[config.mk]
export PLATFORM = sky130hd
export DESIGN_NAME = piecewise_linear_table_interp
export DESIGN_NICKNAME = d
export VERILOG_FILES = /design/src/hdl/plti_pkg.sv /design/src/hdl/plti_ram.sv /design/src/hdl/plti_ctrl.sv /design/src/hdl/plti_dp.sv /design/src/hdl/piecewise_linear_table_interp.sv
export SDC_FILE = /design/constraint.sdc
export NUM_CORES = 2
export LEC_CHECK = 0
export BUFFER_PORTS_ARGS = -buffer_cell sky130_fd_sc_hd__buf_2
export CAP_MARGIN = 20
export CORE_MARGIN = 3
export CORE_UTILIZATION = 55
export CTS_BUF_LIST = sky130_fd_sc_hd__clkbuf_8
export CTS_CLUSTER_DIAMETER = 50
export DETAILED_ROUTE_END_ITERATION = 12
export PLACE_DENSITY = 0.71
export SLEW_MARGIN = 20
export SYNTH_ARGS = -nofsm -noshare
export SYNTH_HDL_FRONTEND = slang
export SYNTH_SLANG_ARGS = --single-unit
[constraint.sdc]
create_clock -name aclk -period 17.6 [get_ports aclk]
set_input_delay 3.52 -clock aclk [delete_from_list [all_inputs] [get_ports aclk]]
set_output_delay 3.52 -clock aclk [all_outputs]
set_load 0.005 [all_outputs]
[src/hdl/plti_pkg.sv]
// ----------------------------------------------------------------------------
// plti_pkg: shared types and constants for the table interpolator
// Table geometry, controller states, and the command and status structs
// that join the controller to the datapath.
// ----------------------------------------------------------------------------
package plti_pkg;

    // Table geometry
    localparam int TABLE_DEPTH = 16;
    localparam int ADDR_W      = (TABLE_DEPTH > 1) ? $clog2(TABLE_DEPTH) : 1;
    localparam int CNT_W       = ADDR_W + 1;

    // Field widths
    localparam int VAL_W  = 32;
    localparam int IDX_W  = 4;
    localparam int LEN_W  = 5;
    localparam int PROD_W = 2 * VAL_W;

    // Divider: one quotient bit per step
    localparam int DIV_STEPS = VAL_W;
    localparam int DIV_CNT_W = $clog2(DIV_STEPS);

    // Input kind carried on s_tuser
    localparam logic MODE_WRITE = 1'b0;
    localparam logic MODE_QUERY = 1'b1;

    typedef enum logic [1:0] {
        REGION_BELOW  = 2'd0,
        REGION_INSIDE = 2'd1,
        REGION_BEYOND = 2'd2
    } region_t;

    typedef enum logic [1:0] {
        RES_CUR_Y,
        RES_AVG,
        RES_QUOT
    } res_sel_t;

    typedef enum logic [3:0] {
        ST_IDLE,
        ST_READ0,
        ST_FIRST,
        ST_SCAN,
        ST_MUL_A,
        ST_MUL_B,
        ST_MUL_C,
        ST_DIV_PREP,
        ST_DIV,
        ST_DIV_END,
        ST_OUT
    } state_t;

    // Controller to datapath
    typedef struct packed {
        logic     wr_entry;   // write one breakpoint from the input
        logic     start;      // latch query, restart scan at entry zero
        logic     idx_inc;    // advance scan read address
        logic     prev_load;  // current entry becomes previous entry
        logic     seg_load;   // latch the matched segment
        logic     mul_a;      // left product
        logic     mul_b;      // move left product, form right product
        logic     mul_c;      // sum products
        logic     div_prep;   // take magnitude, seed divider
        logic     div_step;   // one restoring division step
        logic     res_load;   // capture result and region
        res_sel_t res_sel;
        region_t  region;
        logic     out_load;   // move result into output register
    } plti_cmd_t;

    // Datapath to controller
    typedef struct packed {
        logic below;      // query below current entry x
        logic hit;        // query inside previous..current segment
        logic last;       // current entry is last one in use
        logic span_zero;  // segment has zero width
        logic div_last;   // final division step
    } plti_status_t;

endpackage

[src/hdl/plti_ram.sv]
// ----------------------------------------------------------------------------
// plti_ram: generic single-port-write, registered-read RAM
// One write and one read per cycle; read data is registered and appears in the cycle after the address.
// ----------------------------------------------------------------------------
module plti_ram #(
    parameter int WIDTH = 64,
    parameter int DEPTH = 16
) (
    input  logic                                       aclk,
    input  logic                                       wr_en,
    input  logic [((DEPTH > 1) ? $clog2(DEPTH) : 1)-1:0] wr_addr,
    input  logic [WIDTH-1:0]                           wr_data,
    input  logic [((DEPTH > 1) ? $clog2(DEPTH) : 1)-1:0] rd_addr,
    output logic [WIDTH-1:0]                           rd_data
);

    logic [WIDTH-1:0] mem [DEPTH];
    logic [WIDTH-1:0] rd_data_reg;

    // Write port
    always_ff @(posedge aclk) begin
        if (wr_en) begin
            mem[wr_addr] <= wr_data;
        end
    end

    // Registered read port
    always_ff @(posedge aclk) begin
        rd_data_reg <= mem[rd_addr];
    end

    assign rd_data = rd_data_reg;

endmodule

[src/hdl/plti_ctrl.sv]
// ----------------------------------------------------------------------------
// plti_ctrl: sequencing controller
// Accepts transactions, walks the table scan, multiply and divide steps,
// and owns the output valid flag.
// ----------------------------------------------------------------------------
module plti_ctrl (
    input  logic                   aclk,
    input  logic                   aresetn,
    input  logic                   s_tvalid,
    output logic                   s_tready,
    input  logic                   s_mode,
    output logic                   m_tvalid,
    input  logic                   m_tready,
    input  plti_pkg::plti_status_t status,
    output plti_pkg::plti_cmd_t    cmd
);

    plti_pkg::state_t state_reg, state_next;
    logic             m_tvalid_reg, m_tvalid_next;
    logic             s_accept;

    assign s_tready = (state_reg == plti_pkg::ST_IDLE);
    assign s_accept = s_tvalid && s_tready;
    assign m_tvalid = m_tvalid_reg;

    // State and output valid registers
    always_ff @(posedge aclk) begin
        if (!aresetn) begin
            state_reg    <= plti_pkg::ST_IDLE;
            m_tvalid_reg <= 1'b0;
        end else begin
            state_reg    <= state_next;
            m_tvalid_reg <= m_tvalid_next;
        end
    end

    // Next state and datapath commands
    always_comb begin
        state_next    = state_reg;
        cmd           = '0;
        cmd.res_sel   = plti_pkg::RES_CUR_Y;
        cmd.region    = plti_pkg::REGION_BELOW;
        m_tvalid_next = m_tvalid_reg && !m_tready;

        unique case (state_reg)
            plti_pkg::ST_IDLE: begin
                if (s_accept) begin
                    if (s_mode == plti_pkg::MODE_QUERY) begin
                        cmd.start  = 1'b1;
                        state_next = plti_pkg::ST_READ0;
                    end else begin
                        cmd.wr_entry = 1'b1;
                    end
                end
            end
            plti_pkg::ST_READ0: begin
                cmd.idx_inc = 1'b1;
                state_next  = plti_pkg::ST_FIRST;
            end
            plti_pkg::ST_FIRST: begin
                if (status.below) begin
                    cmd.res_load = 1'b1;
                    cmd.res_sel  = plti_pkg::RES_CUR_Y;
                    cmd.region   = plti_pkg::REGION_BELOW;
                    state_next   = plti_pkg::ST_OUT;
                end else if (status.last) begin
                    cmd.res_load = 1'b1;
                    cmd.res_sel  = plti_pkg::RES_CUR_Y;
                    cmd.region   = plti_pkg::REGION_BEYOND;
                    state_next   = plti_pkg::ST_OUT;
                end else begin
                    cmd.prev_load = 1'b1;
                    cmd.idx_inc   = 1'b1;
                    state_next    = plti_pkg::ST_SCAN;
                end
            end
            plti_pkg::ST_SCAN: begin
                if (status.hit) begin
                    cmd.seg_load = 1'b1;
                    if (status.span_zero) begin
                        cmd.res_load = 1'b1;
                        cmd.res_sel  = plti_pkg::RES_AVG;
                        cmd.region   = plti_pkg::REGION_INSIDE;
                        state_next   = plti_pkg::ST_OUT;
                    end else begin
                        state_next = plti_pkg::ST_MUL_A;
                    end
                end else if (status.last) begin
                    cmd.res_load = 1'b1;
                    cmd.res_sel  = plti_pkg::RES_CUR_Y;
                    cmd.region   = plti_pkg::REGION_BEYOND;
                    state_next   = plti_pkg::ST_OUT;
                end else begin
                    cmd.prev_load = 1'b1;
                    cmd.idx_inc   = 1'b1;
                end
            end
            plti_pkg::ST_MUL_A: begin
                cmd.mul_a  = 1'b1;
                state_next = plti_pkg::ST_MUL_B;
            end
            plti_pkg::ST_MUL_B: begin
                cmd.mul_b  = 1'b1;
                state_next = plti_pkg::ST_MUL_C;
            end
            plti_pkg::ST_MUL_C: begin
                cmd.mul_c  = 1'b1;
                state_next = plti_pkg::ST_DIV_PREP;
            end
            plti_pkg::ST_DIV_PREP: begin
                cmd.div_prep = 1'b1;
                state_next   = plti_pkg::ST_DIV;
            end
            plti_pkg::ST_DIV: begin
                cmd.div_step = 1'b1;
                if (status.div_last) begin
                    state_next = plti_pkg::ST_DIV_END;
                end
            end
            plti_pkg::ST_DIV_END: begin
                cmd.res_load = 1'b1;
                cmd.res_sel  = plti_pkg::RES_QUOT;
                cmd.region   = plti_pkg::REGION_INSIDE;
                state_next   = plti_pkg::ST_OUT;
            end
            plti_pkg::ST_OUT: begin
                // wait for the output register to drain
                if (!m_tvalid_reg || m_tready) begin
                    cmd.out_load  = 1'b1;
                    m_tvalid_next = 1'b1;
                    state_next    = plti_pkg::ST_IDLE;
                end
            end
            default: begin
                state_next = plti_pkg::ST_IDLE;
            end
        endcase
    end

endmodule

[src/hdl/plti_dp.sv]
// ----------------------------------------------------------------------------
// plti_dp: interpolator datapath
// Breakpoint RAM, scan compare, shared multiplier, restoring divider,
// table length register and output data register.
// ----------------------------------------------------------------------------
module plti_dp (
    input  logic                                   aclk,
    input  logic                                   aresetn,
    input  logic                                   cfg_wr_en,
    input  logic [plti_pkg::LEN_W-1:0]             cfg_wr_data,
    input  logic [plti_pkg::IDX_W-1:0]             entry_index,
    input  logic signed [plti_pkg::VAL_W-1:0]      entry_x,
    input  logic signed [plti_pkg::VAL_W-1:0]      entry_y,
    input  logic signed [plti_pkg::VAL_W-1:0]      query_value,
    input  plti_pkg::plti_cmd_t                    cmd,
    output plti_pkg::plti_status_t                 status,
    output logic [plti_pkg::VAL_W-1:0]             out_value,
    output plti_pkg::region_t                      out_region
);

    localparam int VW = plti_pkg::VAL_W;
    localparam int PW = plti_pkg::PROD_W;
    localparam int AW = plti_pkg::ADDR_W;
    localparam int CW = plti_pkg::CNT_W;
    localparam int DW = plti_pkg::DIV_CNT_W;

    // Configuration and scan registers
    logic [plti_pkg::LEN_W-1:0] table_length_reg;
    logic [CW-1:0]              n_used;
    logic [CW-1:0]              idx_reg;
    logic signed [VW-1:0]       q_reg;
    logic signed [VW-1:0]       prev_x_reg, prev_y_reg;

    // Segment and arithmetic registers
    logic [VW-1:0]        wl_reg, wr_reg, span_reg;
    logic signed [VW-1:0] yl_reg, yr_reg;
    logic signed [PW-1:0] prod_reg, acc_reg;
    logic [VW-1:0]        rem_reg, quo_reg;
    logic [DW-1:0]        div_cnt_reg;
    logic                 neg_reg;
    logic [VW-1:0]        res_reg;
    plti_pkg::region_t    region_reg;
    logic [VW-1:0]        out_value_reg;
    plti_pkg::region_t    out_region_reg;

    // RAM signals
    logic                 ram_we;
    logic [2*VW-1:0]      ram_rd_data;
    logic signed [VW-1:0] cur_x, cur_y;

    // Combinational helpers
    logic signed [VW:0]   diff_l, diff_r, diff_s;
    logic signed [VW:0]   ysum, ysum_adj;
    logic [VW-1:0]        avg_val;
    logic signed [VW-1:0] mul_op_a;
    logic signed [VW:0]   mul_op_b;
    logic signed [PW:0]   mul_full;
    logic [PW-1:0]        mag;
    logic [VW:0]          div_trial;
    logic [VW:0]          div_diff;
    logic                 div_ge;

    // Breakpoint store: {y, x} per entry
    assign ram_we = cmd.wr_entry && (32'(entry_index) < plti_pkg::TABLE_DEPTH);

    plti_ram #(
        .WIDTH (2 * VW),
        .DEPTH (plti_pkg::TABLE_DEPTH)
    ) u_table (
        .aclk    (aclk),
        .wr_en   (ram_we),
        .wr_addr (AW'(entry_index)),
        .wr_data ({entry_y, entry_x}),
        .rd_addr (idx_reg[AW-1:0]),
        .rd_data (ram_rd_data)
    );

    assign cur_x = ram_rd_data[VW-1:0];
    assign cur_y = ram_rd_data[2*VW-1:VW];

    // Table length register, clamped to 1..TABLE_DEPTH for use
    always_ff @(posedge aclk) begin
        if (!aresetn) begin
            table_length_reg <= plti_pkg::LEN_W'(1);
        end else if (cfg_wr_en) begin
            table_length_reg <= cfg_wr_data;
        end
    end

    always_comb begin
        if (table_length_reg == '0) begin
            n_used = CW'(1);
        end else if (32'(table_length_reg) > plti_pkg::TABLE_DEPTH) begin
            n_used = CW'(plti_pkg::TABLE_DEPTH);
        end else begin
            n_used = CW'(table_length_reg);
        end
    end

    // Scan compares and segment terms
    assign diff_l   = (VW+1)'(cur_x) - (VW+1)'(q_reg);
    assign diff_r   = (VW+1)'(q_reg) - (VW+1)'(prev_x_reg);
    assign diff_s   = (VW+1)'(cur_x) - (VW+1)'(prev_x_reg);
    assign ysum     = (VW+1)'(prev_y_reg) + (VW+1)'(cur_y);
    assign ysum_adj = ysum + $signed({{VW{1'b0}}, ysum[VW]});
    assign avg_val  = ysum_adj[VW:1];

    assign status.below     = (q_reg < cur_x);
    assign status.hit       = (prev_x_reg <= q_reg) && (cur_x >= q_reg);
    assign status.last      = (idx_reg == n_used);
    assign status.span_zero = (prev_x_reg == cur_x);
    assign status.div_last  = (div_cnt_reg == DW'(plti_pkg::DIV_STEPS - 1));

    // Shared multiplier: signed ordinate by unsigned weight
    assign mul_op_a = cmd.mul_b ? yr_reg : yl_reg;
    assign mul_op_b = $signed({1'b0, (cmd.mul_b ? wr_reg : wl_reg)});
    assign mul_full = mul_op_a * mul_op_b;

    // Divider magnitude and one restoring step
    assign mag       = acc_reg[PW-1] ? PW'(-acc_reg) : acc_reg;
    assign div_trial = {rem_reg, quo_reg[VW-1]};
    assign div_diff  = div_trial - {1'b0, span_reg};
    assign div_ge    = !div_diff[VW];

    // Scan registers
    always_ff @(posedge aclk) begin
        if (cmd.start) begin
            q_reg   <= query_value;
            idx_reg <= '0;
        end else if (cmd.idx_inc) begin
            idx_reg <= idx_reg + CW'(1);
        end
        if (cmd.prev_load) begin
            prev_x_reg <= cur_x;
            prev_y_reg <= cur_y;
        end
    end

    // Segment latch, products and divider
    always_ff @(posedge aclk) begin
        if (cmd.seg_load) begin
            wl_reg   <= diff_l[VW-1:0];
            wr_reg   <= diff_r[VW-1:0];
            span_reg <= diff_s[VW-1:0];
            yl_reg   <= prev_y_reg;
            yr_reg   <= cur_y;
        end
        if (cmd.mul_a || cmd.mul_b) begin
            prod_reg <= mul_full[PW-1:0];
        end
        if (cmd.mul_b) begin
            acc_reg <= prod_reg;
        end else if (cmd.mul_c) begin
            acc_reg <= acc_reg + prod_reg;
        end
        if (cmd.div_prep) begin
            neg_reg     <= acc_reg[PW-1];
            rem_reg     <= mag[PW-1:VW];
            quo_reg     <= mag[VW-1:0];
            div_cnt_reg <= '0;
        end else if (cmd.div_step) begin
            rem_reg     <= div_ge ? div_diff[VW-1:0] : div_trial[VW-1:0];
            quo_reg     <= {quo_reg[VW-2:0], div_ge};
            div_cnt_reg <= div_cnt_reg + DW'(1);
        end
    end

    // Result and output registers
    always_ff @(posedge aclk) begin
        if (cmd.res_load) begin
            region_reg <= cmd.region;
            case (cmd.res_sel)
                plti_pkg::RES_AVG:  res_reg <= avg_val;
                plti_pkg::RES_QUOT: res_reg <= neg_reg ? (VW'(0) - quo_reg) : quo_reg;
                default:            res_reg <= cur_y;
            endcase
        end
        if (cmd.out_load) begin
            out_value_reg  <= res_reg;
            out_region_reg <= region_reg;
        end
    end

    assign out_value  = out_value_reg;
    assign out_region = out_region_reg;

endmodule

[src/hdl/piecewise_linear_table_interp.sv]
// ----------------------------------------------------------------------------
// piecewise_linear_table_interp: breakpoint table interpolator, Q16.16
// Input stream: s_tuser selects a table write (0) or a query (1). A write
// stores one (x, y) breakpoint and gives no result; a query gives one result
// on the output stream, with the ordinate in m_tdata and the region in m_tuser.
// cfg_wr_en/cfg_wr_data set the number of entries in use (reset value 1);
// write it only while no query is in flight.
// Sequence: a write is stored from idle. A query scans the table entries in
// order up to the matched segment through the single read port of the
// breakpoint RAM, then runs the multiply steps ST_MUL_A, ST_MUL_B and
// ST_MUL_C, a setup step and 32 restoring divider steps, one quotient bit per
// cycle, then ST_DIV_END and ST_OUT to output. Results below the table,
// beyond the table or on a zero-width segment skip the multiply and divide.
// One transaction is worked on at a time; s_tready is high only when idle.
// The result sits in an output register: a new transaction is taken while it
// waits, and a finished query holds until m_tready frees that register.
// Reset (aresetn low, synchronous) clears control state and sets the table length to 1;
// table contents are not cleared and must be written before they are read.
// ----------------------------------------------------------------------------
module piecewise_linear_table_interp (
    input  logic                       aclk,
    input  logic                       aresetn,
    // configuration
    input  logic                       cfg_wr_en,
    input  logic [plti_pkg::LEN_W-1:0] cfg_wr_data,    // table_length
    // input stream
    input  logic                       s_tvalid,
    output logic                       s_tready,
    input  logic [103:0]               s_tdata,        // entry_index[3:0], entry_x[35:4],
                                                       // entry_y[67:36], query_value[99:68]
    input  logic                       s_tuser,        // mode
    // result stream
    output logic                       m_tvalid,
    input  logic                       m_tready,
    output logic [31:0]                m_tdata,        // result_value[31:0]
    output logic [1:0]                 m_tuser         // region[1:0]
);

    plti_pkg::plti_cmd_t    cmd;
    plti_pkg::plti_status_t status;
    plti_pkg::region_t      out_region;

    plti_ctrl u_ctrl (
        .aclk     (aclk),
        .aresetn  (aresetn),
        .s_tvalid (s_tvalid),
        .s_tready (s_tready),
        .s_mode   (s_tuser),
        .m_tvalid (m_tvalid),
        .m_tready (m_tready),
        .status   (status),
        .cmd      (cmd)
    );

    plti_dp u_dp (
        .aclk        (aclk),
        .aresetn     (aresetn),
        .cfg_wr_en   (cfg_wr_en),
        .cfg_wr_data (cfg_wr_data),
        .entry_index (s_tdata[3:0]),
        .entry_x     (s_tdata[35:4]),
        .entry_y     (s_tdata[67:36]),
        .query_value (s_tdata[99:68]),
        .cmd         (cmd),
        .status      (status),
        .out_value   (m_tdata),
        .out_region  (out_region)
    );

    assign m_tuser = out_region;

endmodule

== Word-level counts from Yosys, hierarchy flattened ==
Memories as Yosys holds them, arrays and structs flattened. A register that Yosys moved wholly into a read port is not among the register bits.
Index checks and enable logic that the tools add are counted.

* Register bits: 537
* Memory bits (writable): 1024
* Logic and storage cells: 123
* Memories: 1

{| class="wikitable"
|+ Memories
! memory !! words !! width !! read ports !! clocked after memory_dff !! wr ports !! line !! text
|-
| u_dp.u_table.mem || 16 || 64 || 1 || 1 || 1 || plti_ram.sv:17 || <nowiki>logic [WIDTH-1:0] mem [DEPTH];</nowiki>
|}

* Add/sub/neg operators: 11
* Multipliers: 1
* $lt $le $gt $ge: 4
* Equality and inequality tests: 20
* Mux-type cells: 51
* Reduce and logical (&&, ||, !) cells: 13

{| class="wikitable"
|+ Operator list
! kind !! number
|-
| $mux 32 || 8
|-
| $mux 64 || 3
|-
| $sub 32x32->32 || 3
|-
| $add 64x64->64 || 1
|-
| $mul 32x33->64 || 1
|-
| $neg 64->64 || 1
|-
| $pmux 32 s2 || 1
|-
| $pmux 4 s11 || 1
|-
| $mux 4 || 9
|-
| $add 32x32->33 || 1
|-
| $add 33x2->33 || 1
|-
| $sub 33x32->33 || 1
|-
| $eq 32x32->1 || 1
|-
| $ge 32x32->1 || 1
|-
| $le 32x32->1 || 1
|-
| $lt 32x32->1 || 1
|-
| $sub 1x32->32 const A || 1
|-
| $mux 5 || 6
|-
| $eq 4x3->1 const B || 4
|-
| $mux 1 || 15
|-
| $pmux 5 s3 || 1
|-
| $eq 4x4->1 const B || 3
|-
| $add 5x1->5 const B || 2
|-
| $mux 2 || 5
|-
| other kinds (19) || 28
|}

== Logic depth before layout (Yosys ltp) ==
* Word-level depth: 9
* Gate-level depth with buffers: 37
* Gate-level depth less buffers: 33

== Cells and area by module ==
From an unflattened synthesis, not the netlist that was laid out.

* Cells, all modules: 8569
* Area, all modules: 105670.1 um^2

{| class="wikitable"
|+ By module, submodules not included
! module !! times used !! cells an instance !! area each (um^2)
|-
| plti_dp || 1 || 6842 || 65514.1
|-
| plti_ram || 1 || 1647 || 39581.7
|-
| plti_ctrl || 1 || 80 || 574.3
|}

== Worst setup path after synthesis ==
OpenSTA, ideal clock, no wires.

* Path type: flip-flop to flip-flop
* From: reg u_ctrl.state_reg[2]
* To: reg u_dp.prod_reg[60] (data pin)
* Library setup time: 0.264 ns
* Data arrival time: 11.914 ns
* Data required time: 17.336 ns
* Setup slack: 5.422 ns
* Stages on the path, launching flop included: 37
* Buffers on the path: 5
* Cells stage by stage: dfxtp_1 -> clkbuf_1 -> nand2b_1 -> nor2_1 -> nand2_1 -> clkbuf_1 -> clkbuf_1 -> nand2_1 -> nand2_1 -> clkbuf_1 -> nand2_1 -> fa_1 -> fa_1 -> inv_1 -> fa_1 -> inv_1 -> fa_1 -> inv_1 -> fa_1 -> fa_1 -> inv_1 -> fa_1 -> fa_1 -> inv_1 -> ha_1 -> clkbuf_1 -> a21o_1 -> a21o_1 -> a21o_1 -> a221oi_1 -> o21ai_0 -> a21o_1 -> o311a_1 -> a211oi_1 -> o21ai_1 -> a221oi_1 -> xnor2_1

* Cells in the longest elaborated chain, start to end: 4
* Elaborated cells on any way between the ends: 5
* Those cells by class: mul: 1; eq/ne: 1; mux: 3

{| class="wikitable"
|+ RTL lines
! element !! line !! text
|-
| start, declared || plti_ctrl.sv:18 || <nowiki>plti_pkg::state_t state_reg, state_next;</nowiki>
|-
| start signal, assigned || plti_ctrl.sv:29 || <nowiki>state_reg <= plti_pkg::ST_IDLE;</nowiki>
|-
| start signal, assigned || plti_ctrl.sv:32 || <nowiki>state_reg <= state_next;</nowiki>
|-
| $eq 4x3->1 (*) || plti_ctrl.sv:45 || <nowiki>unique case (state_reg)</nowiki>
|-
| $mux 1 (*) || plti_ctrl.sv:45 ||
|-
| $mux 32 (on tied branches) || plti_dp.sv:115, plti_dp.sv:116 ||
|-
| $mul 32x33->64 (*) || plti_dp.sv:117 || <nowiki>assign mul_full = mul_op_a * mul_op_b;</nowiki>
|-
| via u_dp.mul_full[60] || plti_dp.sv:57 || <nowiki>logic signed [PW:0] mul_full;</nowiki>
|-
| end signal, assigned || plti_dp.sv:149 || <nowiki>prod_reg <= mul_full[PW-1:0];</nowiki>
|-
| end, declared || plti_dp.sv:37 || <nowiki>logic signed [PW-1:0] prod_reg, acc_reg;</nowiki>
|}

Mark *: on every way through the listed nets, which the timed path passes. The rest lies on a longest branch.
A chain may end at the register's enable or synchronous reset.

== Final worst setup path ==
* From: reg u_ctrl.state_reg[3]
* To: reg u_dp.prod_reg[60] (data pin)

The elaborated chain is that of the path after synthesis.

==> reports/summary.txt <==
status -> completed
largest net degree at the start of global routing -> 157
Seq/Total Area, Yosys -> 45.1%
CTS tree -> built
CTS buffer count -> 288
layout cells sized above 1 -> 12.2%
Area Growth Syn to Fin -> 8.88%
crit path time final -> 11.16 ns
Reg-to-Reg Start -> u_ctrl.state_reg[3]$_SDFFE_PN0P_
required time worst endpoint -> 18.34 ns
H-tree Lvls -> 5
Synth area leader -> edfxtp_1
share of the synthesized area in the top cell type -> 43.5%
hpwl dp -> 209000 µm
Reg2Reg Depth -> 32
worst slew pin tran -> 1.24 ns
Rel. slew slack -> 15.2%
Die Ht -> 446 µm
Tot GR Track Use -> 29.6%
post-synthesis mux area share -> 7.84%
Row Count -> 160
fin crit share -> 63.4%
Critical Path Source Type -> flop
CP most frequent cell -> fa_1
Core Area -> 0.191 mm²
count leader, synth -> edfxtp_1
Die Footprint -> 0.199 mm²
Final setup violation count -> 0
Max stage delay on crit path -> 0.63 ns
top post-synthesis cells by count -> edfxtp_1, inv_1, fa_1
final hold violation count -> 0
Post-Synth Adder-Cell Area -> 23.1%
Area contributors post-synth -> edfxtp_1, fa_1, mux4_2, ha_1, inv_1
simple-gate share of the synthesized area -> 9.26%
GRT overflow -> 0
CTS root buffer -> clkbuf_8
Synth Flop Type -> edfxtp_1
first-pass GRT wire length -> 439000 µm
DR vias -> 69813
yosys synthesis warning count -> 0
Synth async-reset ratio -> 0%
Critical-path top delay cell -> nand2_1
FILL cells -> 14603
Setup Fix Bufs, Post-CTS -> 0
hold crit path type -> reg2reg
Routability Congestion -> 0.995
max-cap check violation count -> 0
Initial DRT Pass Iterations -> 6
post-route setup TNS -> 0 ns
Yosys cell types -> 100
fin. max-slew vios -> 0
hold path cells -> 0
unrepaired setup endpoints after global routing -> false
Mapped Area -> 0.106 mm²
Post-synth EDFFs -> 1541
IO Port Bufs -> 146
DRT antenna net count -> 0
Hold Buf Count CTS -> 0
Fmax achieved -> 89.6 MHz
Synth Instances -> 8663
Max clock buf depth -> 4
DRC viols -> 0
Post-CTS Resized -> 0
CP Max Fanout -> 47
Worst Hold Launch -> u_dp.res_reg[31]$_DFFE_PP_
via/cell ratio -> 6.01
Initial DRC Count -> 6523
critical path endpoint category -> flop
r2r endpoint -> u_dp.prod_reg[60]$_DFFE_PP_
Compound-Gate Fraction of Synth Area -> 6.65%
number of global-route vias before repair -> 72225
clk sinks -> 1625
largest family of logic cells by synthesized area -> adder cells
hold endpoint -> u_dp.out_value[31]$_DFFE_PP_
Post-Route WL -> 289000 µm
Setup Crit Path Kind -> reg2reg
antenna violations before repair -> 31
Synth Area in XOR/XNOR -> 2.96%
R2R setup slack -> 6.44 ns
clk_lat worst skew -> 1.05 ns
Setup Skew -> 0.0807 ns
Boundary Pins -> 151
FF+latch count, synth -> 1625
Avg Cell Area, Syn -> 12.3 µm²
Biggest register -> u_dp.u_table.mem
chip width -> 446 µm
max reg flops -> 1024
CTS clock-pin slew for the worst setup and hold paths -> 0.06 ns
syn_nets -> 10202
Final #Nets -> 10439
Starting Density -> 55.6%
Arr. time, crit path -> 11.90 ns
Routed WL per cell -> 24.9 µm
==> cells by family (layout without fill, tap and decap cells) <==
logic type,count (synthesis),after routing
fa+ha+maj,1424,1424
compound gates,1110,1110
mux,432,432
flops,1625,1625
xor+xnor,360,360
other cells,0,9
buf+inv,1433,1875
simple gates,2279,2279
==> through the flow <==
stage          setup slack, ns  instance area, µm²  hold slack, ns  util (%)  instances
2_1_floorplan             5.42              106000           0.400         -       8663
3_3_place_gp              6.52              110000           0.407      57.8      11120
3_5_place_dp              6.48              110000           0.405      57.8      11120
4_1_cts                   6.44              116000           0.418      60.5      11615
5_1_grt                   5.82              116000           0.427      60.6      11620
6_report                  6.44              116000           0.415      60.6      11625
==> critical path: cells and delay by family, from the launching register on <==
family | cells | cell delay, ns
XOR/XNOR | 1 | 0.12
buffers and inverters | 6 | 0.90
AO/OA/AOI/OAI | 10 | 2.77
adder cells (fa/ha/maj) | 9 | 4.67
flip-flops | 1 | 0.47
AND/OR/NAND/NOR | 6 | 1.85
==> worst max path at each step <==
stage                                           startpoint                          end  slack [ns]  cells after the start
after floorplan           u_ctrl.state_reg[2]$_SDFFE_PN0P_  u_dp.prod_reg[60]$_DFFE_PP_        5.42                     36
after global placement    u_ctrl.state_reg[3]$_SDFFE_PN0P_  u_dp.prod_reg[63]$_DFFE_PP_        6.52                     32
after detailed placement  u_ctrl.state_reg[3]$_SDFFE_PN0P_  u_dp.prod_reg[63]$_DFFE_PP_        6.48                     32
final                     u_ctrl.state_reg[3]$_SDFFE_PN0P_  u_dp.prod_reg[60]$_DFFE_PP_        6.44                     32
after CTS                 u_ctrl.state_reg[3]$_SDFFE_PN0P_  u_dp.prod_reg[63]$_DFFE_PP_        6.44                     30
after global routing      u_ctrl.state_reg[3]$_SDFFE_PN0P_  u_dp.prod_reg[63]$_DFFE_PP_        5.82                     32
==> metal layers <==
layer | vias to the layer above | GRT usage [%] | wire length (µm)
li1 | 30521 | - | -
met1 | 35354 | 38.9 | 112000
met2 | 3206 | 46.6 | 134000
met3 | 716 | 7.57 | 28700
met4 | 16 | 13.0 | 14500
met5 | - | 0 | 108
==> cell usage in the layout, fill, tap and decap left out, drive strengths merged, types with 49 or more instances in the layout <==
| cell | Yosys | final |
|---|---|---|
| nand3 | 96 | 96 |
| ha | 521 | 521 |
| a21oi | 313 | 313 |
| nand2b | 49 | 49 |
| a21o | 144 | 144 |
| edfxtp | 1541 | 1541 |
| mux4 | 320 | 320 |
| buf | 49 | 285 |
| fa | 903 | 903 |
| mux2i | 108 | 108 |
| nand4 | 56 | 56 |
| xnor2 | 227 | 227 |
| nor2 | 875 | 875 |
| nor3 | 70 | 70 |
| nand2 | 882 | 882 |
| nor2b | 56 | 56 |
| dfxtp | 84 | 84 |
| o21ai | 285 | 285 |
| xor2 | 133 | 133 |
| inv | 1094 | 1189 |
| clkbuf | 289 | 307 |
| clkinv | 1 | 71 |
==> final cells by class <==
| class | count | area [µm²] | share of cell area, % |
|---|---|---|---|
| Multi-Input combinational cell | 5605 | 53500 | 46.2 |
| Sequential cell | 1625 | 48000 | 41.4 |
| Clock buffer | 307 | 4230 | 3.65 |
| Inverter | 1095 | 4110 | 3.55 |
| Tap cell | 2511 | 3140 | 2.71 |
| Timing Repair Buffer | 285 | 1830 | 1.58 |
| Clock inverter | 188 | 1030 | 0.888 |
| Antenna cell | 9 | 22.5 | 0.0194 |
Power is left out: the tool's default activity adds up to more than one toggle a clock period on the data nets, which glitch-free logic cannot reach.
